File: src/design/decimal_literal_parser_assert.svh
// assertion macros shared by the decimal literal parser modules
`ifndef DECIMAL_LITERAL_PARSER_ASSERT_SVH
`define DECIMAL_LITERAL_PARSER_ASSERT_SVH
`ifndef SYNTHESIS
// same-cycle implication, checked out of reset
`define DLP_ASSERT_IMP(lbl, clk, rst, ante, cons) \
  lbl: assert property (@(posedge clk) disable iff (rst) (ante) |-> (cons)) \
    else $error("dlp check failed");
// next-cycle implication, checked out of reset
`define DLP_ASSERT_NEXT(lbl, clk, rst, ante, cons) \
  lbl: assert property (@(posedge clk) disable iff (rst) (ante) |=> (cons)) \
    else $error("dlp check failed");
`else
`define DLP_ASSERT_IMP(lbl, clk, rst, ante, cons)
`define DLP_ASSERT_NEXT(lbl, clk, rst, ante, cons)
`endif
`endif

File: src/design/dlp_pkg.sv
// types and constants for the decimal literal parser
package dlp_pkg;

  // character classes produced by the front end
  typedef enum logic [3:0] {
    CL_WS,
    CL_PLUS,
    CL_MINUS,
    CL_DIGIT,
    CL_POINT,
    CL_EXP,
    CL_SUFFIX,
    CL_NUL,
    CL_OTHER
  } char_class_t;

  // one queued word: class plus digit value
  typedef struct packed {
    char_class_t cls;
    logic [3:0]  digit;
  } char_word_t;

  // parser phases
  typedef enum logic [3:0] {
    PH_LEAD,
    PH_SIGN,
    PH_INT,
    PH_POINT,
    PH_FRAC,
    PH_ESTART,
    PH_ESIGN,
    PH_EDIG,
    PH_TRAIL,
    PH_ERR
  } phase_t;

  // error codes as reported
  typedef enum logic [2:0] {
    ERR_NONE,
    ERR_POINT,
    ERR_NODIG,
    ERR_EXP,
    ERR_SUFFIX,
    ERR_CHAR
  } err_t;

  // per-word actions of the parser
  typedef struct packed {
    logic int_en;
    logic frac_en;
    logic exp_en;
    logic set_minus;
    logic set_exp_neg;
    logic set_digit;
    logic ok;
    err_t fail;
  } act_t;

  // character codes
  localparam logic [7:0] CH_NUL   = 8'h00;
  localparam logic [7:0] CH_TAB   = 8'h09;
  localparam logic [7:0] CH_CR    = 8'h0D;
  localparam logic [7:0] CH_SPACE = 8'h20;
  localparam logic [7:0] CH_PLUS  = 8'h2B;
  localparam logic [7:0] CH_MINUS = 8'h2D;
  localparam logic [7:0] CH_POINT = 8'h2E;
  localparam logic [7:0] CH_ZERO  = 8'h30;
  localparam logic [7:0] CH_NINE  = 8'h39;
  localparam logic [7:0] CH_UE    = 8'h45;
  localparam logic [7:0] CH_LE    = 8'h65;
  localparam logic [7:0] CH_UF    = 8'h46;
  localparam logic [7:0] CH_LF    = 8'h66;
  localparam logic [7:0] CH_UL    = 8'h4C;
  localparam logic [7:0] CH_LL    = 8'h6C;

  // field widths
  localparam int CHAR_W      = 8;
  localparam int ACC_W       = 64;
  localparam int COUNT_W     = 5;
  localparam int EXP_ACC_W   = 14;
  localparam int EXP_W       = 15;
  localparam int OUT_TDATA_W = 160;

  localparam logic [EXP_ACC_W-1:0] EXP_LIMIT = 14'd9999;

endpackage

File: src/design/dlp_front.sv
// front end: accepts characters and classifies them into queue words
module dlp_front (
  input  logic                        in_valid,
  output logic                        in_ready,
  input  logic [dlp_pkg::CHAR_W-1:0]  in_char,
  input  logic                        q_full,
  output logic                        push,
  output dlp_pkg::char_word_t         push_word
);
  import dlp_pkg::*;

  // map a character code to its class
  function automatic char_class_t classify(input logic [CHAR_W-1:0] c);
    char_class_t r;
    if (c == CH_NUL) r = CL_NUL;
    else if (c == CH_SPACE || (c inside {[CH_TAB:CH_CR]})) r = CL_WS;
    else if (c inside {[CH_ZERO:CH_NINE]}) r = CL_DIGIT;
    else if (c == CH_PLUS) r = CL_PLUS;
    else if (c == CH_MINUS) r = CL_MINUS;
    else if (c == CH_POINT) r = CL_POINT;
    else if (c inside {CH_UE, CH_LE}) r = CL_EXP;
    else if (c inside {CH_UF, CH_LF, CH_UL, CH_LL}) r = CL_SUFFIX;
    else r = CL_OTHER;
    return r;
  endfunction

  // take a word whenever the queue has room
  assign in_ready = !q_full;
  assign push     = in_valid && !q_full;

  // digit value sits in the low nibble of the code
  always_comb begin
    push_word.cls   = classify(in_char);
    push_word.digit = in_char[3:0];
  end

endmodule

File: src/design/dlp_queue.sv
// short queue of classified words between front and back
`include "decimal_literal_parser_assert.svh"
module dlp_queue #(
  parameter int DEPTH = 4
) (
  input  logic                clk,
  input  logic                rst,
  input  logic                push,
  input  dlp_pkg::char_word_t push_word,
  output logic                full,
  input  logic                pop,
  output logic                head_valid,
  output dlp_pkg::char_word_t head_word
);
  import dlp_pkg::*;

  localparam int PTR_W = (DEPTH > 1) ? $clog2(DEPTH) : 1;
  localparam int CNT_W = $clog2(DEPTH + 1);
  localparam logic [PTR_W-1:0] LAST = PTR_W'(DEPTH - 1);

  char_word_t       mem [DEPTH];
  logic [PTR_W-1:0] wr_ptr;
  logic [PTR_W-1:0] rd_ptr;
  logic [CNT_W-1:0] count;

  assign full       = (count == CNT_W'(DEPTH));
  assign head_valid = (count != '0);
  assign head_word  = mem[rd_ptr];

  // storage
  always_ff @(posedge clk) begin
    if (push) begin
      mem[wr_ptr] <= push_word;
    end
  end

  // pointers and fill count
  always_ff @(posedge clk) begin
    if (rst) begin
      wr_ptr <= '0;
      rd_ptr <= '0;
      count  <= '0;
    end else begin
      if (push) begin
        wr_ptr <= (wr_ptr == LAST) ? '0 : wr_ptr + 1'b1;
      end
      if (pop) begin
        rd_ptr <= (rd_ptr == LAST) ? '0 : rd_ptr + 1'b1;
      end
      if (push && !pop) begin
        count <= count + 1'b1;
      end else if (!push && pop) begin
        count <= count - 1'b1;
      end
    end
  end

  `DLP_ASSERT_IMP(a_no_overflow, clk, rst, push, count != CNT_W'(DEPTH))
  `DLP_ASSERT_IMP(a_no_underflow, clk, rst, pop, count != '0)
  `DLP_ASSERT_NEXT(a_count_track, clk, rst, push && !pop, count == $past(count) + 1'b1)

endmodule

File: src/design/dlp_back.sv
// back end: parser state machine, accumulators and result register
`include "decimal_literal_parser_assert.svh"
module dlp_back #(
  parameter int MAX_FRACTION_DIGITS = 19
) (
  input  logic                              clk,
  input  logic                              rst,
  input  logic                              word_valid,
  input  dlp_pkg::char_word_t               word,
  output logic                              pop,
  output logic                              out_valid,
  input  logic                              out_ready,
  output logic [dlp_pkg::OUT_TDATA_W-1:0]   out_data
);
  import dlp_pkg::*;

  localparam logic [COUNT_W-1:0] MAX_KEPT = COUNT_W'(MAX_FRACTION_DIGITS);

  phase_t               phase, phase_next;
  logic                 minus_seen;
  logic [ACC_W-1:0]     int_acc;
  logic [ACC_W-1:0]     frac_acc;
  logic [COUNT_W-1:0]   frac_cnt;
  logic                 exp_neg;
  logic [EXP_ACC_W-1:0] exp_acc;
  logic                 digit_seen;
  err_t                 err;
  logic                 lost;

  act_t                 act;
  logic                 is_nul;
  logic                 out_free;
  logic [ACC_W+3:0]     int_wide;
  logic [EXP_ACC_W+2:0] exp_wide;
  logic [ACC_W-1:0]     frac_new;
  logic                 good;
  err_t                 err_final;
  logic [EXP_W-1:0]     exp_signed;

  // character that follows the number body
  function automatic phase_t after_phase(input char_class_t c, input logic allow_exp);
    phase_t p;
    if (allow_exp && c == CL_EXP) p = PH_ESTART;
    else if (c == CL_WS) p = PH_TRAIL;
    else if (c == CL_NUL) p = PH_LEAD;
    else p = PH_ERR;
    return p;
  endfunction

  function automatic err_t after_err(input char_class_t c, input logic allow_exp);
    err_t e;
    if (allow_exp && c == CL_EXP) e = ERR_NONE;
    else if (c == CL_SUFFIX) e = ERR_SUFFIX;
    else if (c == CL_WS || c == CL_NUL) e = ERR_NONE;
    else e = ERR_CHAR;
    return e;
  endfunction

  // a terminator needs the result register free
  assign is_nul   = (word.cls == CL_NUL);
  assign out_free = !out_valid || out_ready;
  assign pop      = word_valid && (!is_nul || out_free);

  // next phase
  always_comb begin
    phase_next = phase;
    case (phase)
      PH_LEAD: begin
        if (word.cls == CL_WS) phase_next = PH_LEAD;
        else if (word.cls inside {CL_PLUS, CL_MINUS}) phase_next = PH_SIGN;
        else if (word.cls == CL_DIGIT) phase_next = PH_INT;
        else if (word.cls == CL_POINT) phase_next = PH_POINT;
        else phase_next = PH_ERR;
      end
      PH_SIGN: begin
        if (word.cls == CL_DIGIT) phase_next = PH_INT;
        else if (word.cls == CL_POINT) phase_next = PH_POINT;
        else phase_next = PH_ERR;
      end
      PH_INT: begin
        if (word.cls == CL_DIGIT) phase_next = PH_INT;
        else if (word.cls == CL_POINT) phase_next = PH_POINT;
        else phase_next = after_phase(word.cls, 1'b1);
      end
      PH_POINT: begin
        if (word.cls == CL_DIGIT) phase_next = PH_FRAC;
        else if (!digit_seen) phase_next = PH_ERR;
        else phase_next = after_phase(word.cls, 1'b1);
      end
      PH_FRAC: begin
        if (word.cls == CL_DIGIT) phase_next = PH_FRAC;
        else phase_next = after_phase(word.cls, 1'b1);
      end
      PH_ESTART: begin
        if (word.cls inside {CL_PLUS, CL_MINUS}) phase_next = PH_ESIGN;
        else if (word.cls == CL_DIGIT) phase_next = PH_EDIG;
        else phase_next = PH_ERR;
      end
      PH_ESIGN: begin
        if (word.cls == CL_DIGIT) phase_next = PH_EDIG;
        else phase_next = PH_ERR;
      end
      PH_EDIG: begin
        if (word.cls == CL_DIGIT) phase_next = PH_EDIG;
        else phase_next = after_phase(word.cls, 1'b0);
      end
      PH_TRAIL: begin
        if (word.cls == CL_NUL || word.cls == CL_WS) phase_next = PH_TRAIL;
        else phase_next = PH_ERR;
      end
      PH_ERR:  phase_next = PH_ERR;
      default: phase_next = PH_ERR;
    endcase
  end

  // per-word actions
  always_comb begin
    act = '0;
    case (phase)
      PH_LEAD, PH_SIGN: begin
        if (phase == PH_LEAD && word.cls == CL_WS) begin
          act = '0;
        end else if (phase == PH_LEAD && word.cls inside {CL_PLUS, CL_MINUS}) begin
          act.set_minus = 1'b1;
        end else if (word.cls == CL_DIGIT) begin
          act.int_en    = 1'b1;
          act.set_digit = 1'b1;
        end else if (word.cls != CL_POINT) begin
          act.fail = ERR_NODIG;
        end
      end
      PH_INT: begin
        if (word.cls == CL_DIGIT) begin
          act.int_en = 1'b1;
        end else if (word.cls != CL_POINT) begin
          act.fail = after_err(word.cls, 1'b1);
          act.ok   = is_nul;
        end
      end
      PH_POINT: begin
        if (word.cls == CL_DIGIT) begin
          act.frac_en   = 1'b1;
          act.set_digit = 1'b1;
        end else if (!digit_seen) begin
          act.fail = ERR_POINT;
        end else begin
          act.fail = after_err(word.cls, 1'b1);
          act.ok   = is_nul;
        end
      end
      PH_FRAC: begin
        if (word.cls == CL_DIGIT) begin
          act.frac_en = 1'b1;
        end else begin
          act.fail = after_err(word.cls, 1'b1);
          act.ok   = is_nul;
        end
      end
      PH_ESTART, PH_ESIGN: begin
        if (phase == PH_ESTART && word.cls inside {CL_PLUS, CL_MINUS}) begin
          act.set_exp_neg = 1'b1;
        end else if (word.cls == CL_DIGIT) begin
          act.exp_en = 1'b1;
        end else begin
          act.fail = ERR_EXP;
        end
      end
      PH_EDIG: begin
        if (word.cls == CL_DIGIT) begin
          act.exp_en = 1'b1;
        end else begin
          act.fail = after_err(word.cls, 1'b0);
          act.ok   = is_nul;
        end
      end
      PH_TRAIL: begin
        if (is_nul) begin
          act.ok = 1'b1;
        end else if (word.cls != CL_WS) begin
          act.fail = ERR_CHAR;
        end
      end
      PH_ERR:  act = '0;
      default: act = '0;
    endcase
  end

  // times ten plus digit datapaths
  assign int_wide = ({4'b0, int_acc} << 3) + ({4'b0, int_acc} << 1)
                  + {{ACC_W{1'b0}}, word.digit};
  assign frac_new = (frac_acc << 3) + (frac_acc << 1) + {{(ACC_W-4){1'b0}}, word.digit};
  assign exp_wide = ({3'b0, exp_acc} << 3) + ({3'b0, exp_acc} << 1)
                  + {{(EXP_ACC_W-1){1'b0}}, word.digit};

  // result of a terminator
  assign good       = act.ok && (err == ERR_NONE);
  assign exp_signed = exp_neg ? EXP_W'(-{1'b0, exp_acc}) : {1'b0, exp_acc};
  always_comb begin
    if (good) err_final = ERR_NONE;
    else if (err != ERR_NONE) err_final = err;
    else if (act.fail != ERR_NONE) err_final = act.fail;
    else err_final = ERR_CHAR;
  end

  // parser state
  always_ff @(posedge clk) begin
    if (rst || (pop && is_nul)) begin
      phase      <= PH_LEAD;
      minus_seen <= 1'b0;
      int_acc    <= '0;
      frac_acc   <= '0;
      frac_cnt   <= '0;
      exp_neg    <= 1'b0;
      exp_acc    <= '0;
      digit_seen <= 1'b0;
      err        <= ERR_NONE;
      lost       <= 1'b0;
    end else if (pop) begin
      phase <= phase_next;
      if (act.set_minus) minus_seen <= (word.cls == CL_MINUS);
      if (act.set_exp_neg) exp_neg <= (word.cls == CL_MINUS);
      if (act.set_digit) digit_seen <= 1'b1;
      if (act.fail != ERR_NONE) err <= act.fail;
      if (act.int_en) begin
        if (int_wide[ACC_W+3:ACC_W] != 4'b0) begin
          int_acc <= '1;
          lost    <= 1'b1;
        end else begin
          int_acc <= int_wide[ACC_W-1:0];
        end
      end
      if (act.frac_en) begin
        if (frac_cnt < MAX_KEPT) begin
          frac_acc <= frac_new;
          frac_cnt <= frac_cnt + 1'b1;
        end else begin
          lost <= 1'b1;
        end
      end
      if (act.exp_en) begin
        if (exp_wide > {3'b0, EXP_LIMIT}) begin
          exp_acc <= EXP_LIMIT;
          lost    <= 1'b1;
        end else begin
          exp_acc <= exp_wide[EXP_ACC_W-1:0];
        end
      end
    end
  end

  // result word register
  always_ff @(posedge clk) begin
    if (rst) begin
      out_valid <= 1'b0;
    end else if (pop && is_nul) begin
      out_valid <= 1'b1;
    end else if (out_ready) begin
      out_valid <= 1'b0;
    end
  end

  always_ff @(posedge clk) begin
    if (pop && is_nul) begin
      if (good) begin
        out_data <= {7'b0, err_final, lost, exp_signed, frac_cnt, frac_acc, int_acc,
                     minus_seen};
      end else begin
        out_data <= {7'b0, err_final, {(OUT_TDATA_W-10){1'b0}}};
      end
    end
  end

  `DLP_ASSERT_NEXT(a_nul_gives_word, clk, rst, pop && is_nul, out_valid)
  `DLP_ASSERT_IMP(a_err_zero_fields, clk, rst, out_valid && out_data[152:150] != ERR_NONE,
                  out_data[149:0] == '0)
  `DLP_ASSERT_IMP(a_frac_bound, clk, rst, phase != PH_LEAD, frac_cnt <= MAX_KEPT)
  `DLP_ASSERT_IMP(a_exp_bound, clk, rst, phase != PH_LEAD, exp_acc <= EXP_LIMIT)

endmodule

File: src/design/decimal_literal_parser.sv
// top level of the decimal literal parser
// Parses an ASCII decimal floating-point literal one character per word, a NUL
// ending each token. The parser takes one character every clock cycle while the
// queue has room; the sustained rate is set by the back-end state machine, which
// consumes one queued word per cycle, short of a NUL stall, with a single
// times-ten-plus-digit add on each accumulator. A token's NUL passes through the
// queue to the back end, which then registers the token's result word. It waits
// in an output register while further characters keep flowing into the queue.
// Only a NUL that reaches the queue head while the previous result word is still
// held stalls the back end. Error results carry only the error code.
module decimal_literal_parser #(
  parameter int MAX_FRACTION_DIGITS = 19,
  parameter int QUEUE_DEPTH         = 4
) (
  input  logic                                clk,
  input  logic                                rst,
  input  logic                                s_axis_tvalid,
  output logic                                s_axis_tready,
  // char_code[7:0]
  input  logic [dlp_pkg::CHAR_W-1:0]          s_axis_tdata,
  output logic                                m_axis_tvalid,
  input  logic                                m_axis_tready,
  // is_negative[0], integer_digits[64:1], fraction_digits_value[128:65],
  // fraction_count[133:129], decimal_exponent[148:134], inexact[149],
  // error_code[152:150], zero[159:153]
  output logic [dlp_pkg::OUT_TDATA_W-1:0]     m_axis_tdata
);
  import dlp_pkg::*;

  logic       q_full;
  logic       push;
  char_word_t push_word;
  logic       pop;
  logic       head_valid;
  char_word_t head_word;

  // classify incoming characters
  dlp_front u_front (
    .in_valid  (s_axis_tvalid),
    .in_ready  (s_axis_tready),
    .in_char   (s_axis_tdata),
    .q_full    (q_full),
    .push      (push),
    .push_word (push_word)
  );

  // decouple front and back
  dlp_queue #(
    .DEPTH (QUEUE_DEPTH)
  ) u_queue (
    .clk        (clk),
    .rst        (rst),
    .push       (push),
    .push_word  (push_word),
    .full       (q_full),
    .pop        (pop),
    .head_valid (head_valid),
    .head_word  (head_word)
  );

  // parse and emit results
  dlp_back #(
    .MAX_FRACTION_DIGITS (MAX_FRACTION_DIGITS)
  ) u_back (
    .clk        (clk),
    .rst        (rst),
    .word_valid (head_valid),
    .word       (head_word),
    .pop        (pop),
    .out_valid  (m_axis_tvalid),
    .out_ready  (m_axis_tready),
    .out_data   (m_axis_tdata)
  );

endmodule

File: config.mk
export PLATFORM = sky130hd
export DESIGN_NAME = decimal_literal_parser
export DESIGN_NICKNAME = d
export VERILOG_FILES = /design/src/design/dlp_pkg.sv /design/src/design/dlp_front.sv /design/src/design/dlp_queue.sv /design/src/design/dlp_back.sv /design/src/design/decimal_literal_parser.sv
export VERILOG_INCLUDE_DIRS = /design/src /design/src/design
export SDC_FILE = /design/constraint.sdc
export NUM_CORES = 1
export LEC_CHECK = 0
export BUFFER_PORTS_ARGS = -buffer_cell sky130_fd_sc_hd__buf_2
export CAP_MARGIN = 20
export CELL_PAD_IN_SITES_DETAIL_PLACEMENT = 2
export CELL_PAD_IN_SITES_GLOBAL_PLACEMENT = 2
export CORE_ASPECT_RATIO = 0.75
export CORE_MARGIN = 4
export CORE_UTILIZATION = 40
export CTS_CLUSTER_DIAMETER = 150
export DETAILED_ROUTE_END_ITERATION = 10
export PLACE_DENSITY = 0.9
export SLEW_MARGIN = 10
export SYNTH_ARGS = -nofsm -noshare
export SYNTH_HDL_FRONTEND = slang
export SYNTH_SLANG_ARGS = --single-unit
File: constraint.sdc
create_clock -name clk -period 27 [get_ports clk]
set_input_delay 1.35 -clock clk [delete_from_list [all_inputs] [get_ports clk]]
set_output_delay 1.35 -clock clk [all_outputs]
set_load 0.03 [all_outputs]
==> qor.csv <==
stage;metric;value;unit
logic_synthesis;sequential fraction of the synthesis area;0.376;
die;# IOs;174;
timing;Setup-failing EPs final;0;
logic_synthesis;Ys Warns;0;
logic_synthesis;Post-synth EDFFs;185;
clocking;Worst-Skew Late Latency;590;ps
clocking;CTS Hold Bufs;0;
logic_synthesis;adder-cell share of the synthesized area;0.156;
timing;PnR worst setup slack;20960;ps
clocking;clock slew at reported path FFs;70;ps
grt;largest net degree at the start of global routing;89;
power_and_ir_drop;VDD IR max;0.0375;mV
grt;first-pass GRT wire length;130;mm
grt;gr usage total;0.257;
power_and_ir_drop;static leakage;0.0113;uW
logic_synthesis;FF+latch count, synth;353;
timing;Final Hold Vio Count;0;
cells_and_area;commonest non-fill, non-tap cell in the layout;ha_1;
timing;Clock Skews;19.7;ps
die;Starting Density;0.409;
logic_synthesis;Syn Std Cell Area;0.0237;sq mm
routing;Vias;20400;
timing;Setup TNS;0;ps
critical_path;critical-path maximum fanout;34;
cells_and_area;layout cells sized above 1;0.132;
routing;Routed wire per std cell;25.4;um
critical_path;WS Path Type;reg -> reg;
critical_path;arrival time at the worst endpoint;6560;ps
critical_path;delay-heaviest family, CP;compound AO/OA/AOI/OAI gates;
placement;Setup WS pre-CTS;21080;ps
clocking;clock root buffer;clkbuf_16;
cells_and_area;fillcell total;6113;
clocking;post_cts resized;0;
cells_and_area;most frequent cells in the layout;284 x ha_1, 244 x a21oi_1, 243 x nand2_1, 185 x edfxtp_1, 168 x dfxtp_1;
die;cell row count;76;
die;Die X;289;um
grt;initial antenna violation count;1;
critical_path;CP endpoint kind;flop;
timing;Pins Over Slew Limit;0;
placement;gpl congestion;0.907;
die;die height;219;um
logic_synthesis;Post-Synth Simple-Gate Area;0.164;
job;Max-Cap Viols;0;
logic_synthesis;Synth Flop Type;edfxtp_1;
critical_path;Worst path max stage delay;800;ps
clocking;Max clock buf depth;3;
cells_and_area;number of diodes;0;
critical_path;CP startpoint kind;flop;
die;core area;0.0580;sq mm
logic_synthesis;FFs w/ async S/R, synth;0;
clocking;H-Tree Depth;2;
timing;RSZ-0062 raised after global routing;false;
timing;fmax;165;MHz
hold_path;Hold Crit Class;reg -> reg;
logic_synthesis;complex-gate fraction of the synthesized area;0.204;
logic_synthesis;largest family of logic cells by synthesized area;compound AO/OA/AOI/OAI gates;
critical_path;crit path max-delay cell type;o211ai_4;
run_status;status;complete, no violations;
logic_synthesis;average size of a mapped cell;9.66;sq um
timing;worst slew pin tran;1100;ps
routing;DRC errors left;0;
placement;detailed placement HPWL;61.0;mm
grt;vias in the first global route;22300;
clocking;CTS Buf Count;40;
grt;grt ovf;0;
critical_path;critical path cell sequence;mux4_2 > fa_1 > inv_1 > fa_1 > nand2b_1 > a211oi_2 > o2111ai_2 > nand3_4 > a21o_4 > a21boi_4 > o2111ai_2 > a31oi_2 > and2_1 > o211ai_4 > buf_4 > o221a_1;
routing;final WL;85.6;mm
timing;min Tclk post-route;6040;ps
placement;number of buffers added on ports;166;
logic_synthesis;Cells after Synth;2453;
cells_and_area;Net count, final;2854;
clocking;CTS tree;done;
routing;antenna-violating nets left;0;
logic_synthesis;mux contribution to synthesized area;0.0116;
critical_path;CP bufs+invs;2;
logic_synthesis;library cells used by synthesis;106;
timing;Rel. slew slack;0.270;
clocking;CTS sink cnt;353;
cells_and_area;area delta synth->final;11.3;%
clocking;post-CTS setup buffers;0;
critical_path;Critical Path RT;27510;ps
routing;DR iter-0 viols;1299;
die;full die area;0.0633;sq mm
timing;Tcrit/Tclk final;0.224;
logic_synthesis;Post-Synth XOR/XNOR Area;0.0521;
routing;drt first pass iters;5;
routing;drt via density;6.07;
power_and_ir_drop;PwrDens;59.5;mW/mm^2
[final cells by class]
cell class | instances | area (sq um) | area share
clock buffers | 54 | 1110 | 0.0422
clock inverters | 20 | 270 | 0.0102
inverters | 50 | 188 | 0.00711
multi-input cells | 1928 | 14000 | 0.530
flip-flops and latches | 353 | 8920 | 0.338
well taps | 780 | 976 | 0.0370
repair buffers | 178 | 938 | 0.0356
[report_power, final]
group          switching (uW)  total, uW  internal [uW]
Combinational             229        337            108
Clock                     245        594            349
Sequential               41.3        638            597
[sequential cells by signal, summed over array words and instances (netlist names), 2 cells and up, named ones only]
name / count
u_back.err: 3
u_back.exp_acc: 14
u_back.frac_acc: 64
u_back.frac_cnt: 5
u_back.int_acc: 64
u_back.out_data: 153
u_back.phase: 4
u_queue.count: 3
u_queue.mem: 32
u_queue.rd_ptr: 2
u_queue.wr_ptr: 2
[per-stage QoR]
step / hold slack, ps / area, sq um / std cells / power [uW] / util
3_5_place_dp: 452 / 25000 / 3287 / 965 / 0.431
4_1_cts: 465 / 26400 / 3361 / 1570 / 0.454
5_1_grt: 485 / 26400 / 3363 / 1630 / 0.455
6_report: 461 / 26400 / 3363 / 1570 / 0.455
3_3_place_gp: 443 / 25000 / 3287 / 930 / 0.431
2_1_floorplan: 427 / 23700 / 2459 / 867 / -
[worst register-to-register path, delay by kind of cell, from the launching register on]
kind | cells | cell delay, ps
flip-flops | 1 | 650
AO/OA/AOI/OAI | 8 | 2320
adder cells (fa/ha/maj) | 2 | 1060
multiplexers | 1 | 690
AND/OR/NAND/NOR | 3 | 640
buffers and inverters | 2 | 620
[cell families after synthesis]
logic type	Yosys count
AND/OR/NAND/NOR	775
multiplexers	17
buffers and inverters	178
other	1
XOR/XNOR	141
adder cells (fa/ha/maj)	292
AO/OA/AOI/OAI	696
flip-flops	353
[synth_stat cells, types with 9 or more instances]
cell      instances  area (sq um)
nor2_1          139           522
ha_1            284          3550
o21bai_1         28           210
and3_1           18           113
or3_1            13          81.3
o21ai_1           9          45.0
a31oi_1          20           125
xnor2_1          79           692
buf_6            10           113
o31ai_1          12          90.1
a21oi_1         244          1220
nand2_1         243           912
o221a_1          43           484
o21a_1           13          97.6
nand2b_1         22           138
xor2_1           62           543
nor2b_1          19           119
o211ai_1         11          82.6
buf_2            35           175
o221a_2          24           270
nand4_1          35           219
clkbuf_1         58           218
a211oi_1         18           135
nor2_2           10          62.6
edfxtp_1        185          5560
a21o_1           61           458
dfxtp_1         168          3360
nor3_1           37           185
nand3_1          38           190
and4_1            9          78.8
buf_4            17           128
and2_1          154           963
inv_1            49           184
o21ai_0         110           551
[layer usage]
layer,up-vias,routed length (um),GRT usage
met5,-,13,0
met1,10400,37300,0.332
met4,2,2870,0.0791
met3,183,4050,0.0405
met2,543,41400,0.444
li1,9256,-,-
[path summary, 6_finish.rpt]
check,endpoint,depth (start not counted),slack [ps],startpoint
max reg2reg,u_back.int_acc[5],16,20960,flop
max,u_back.int_acc[5],16,20960,flop
min,u_back.frac_acc[63],2,460,u_back.frac_acc[63]
min reg2reg,u_back.frac_acc[63],2,460,u_back.frac_acc[63]
Note: power is estimated with default switching activity, not from simulation.
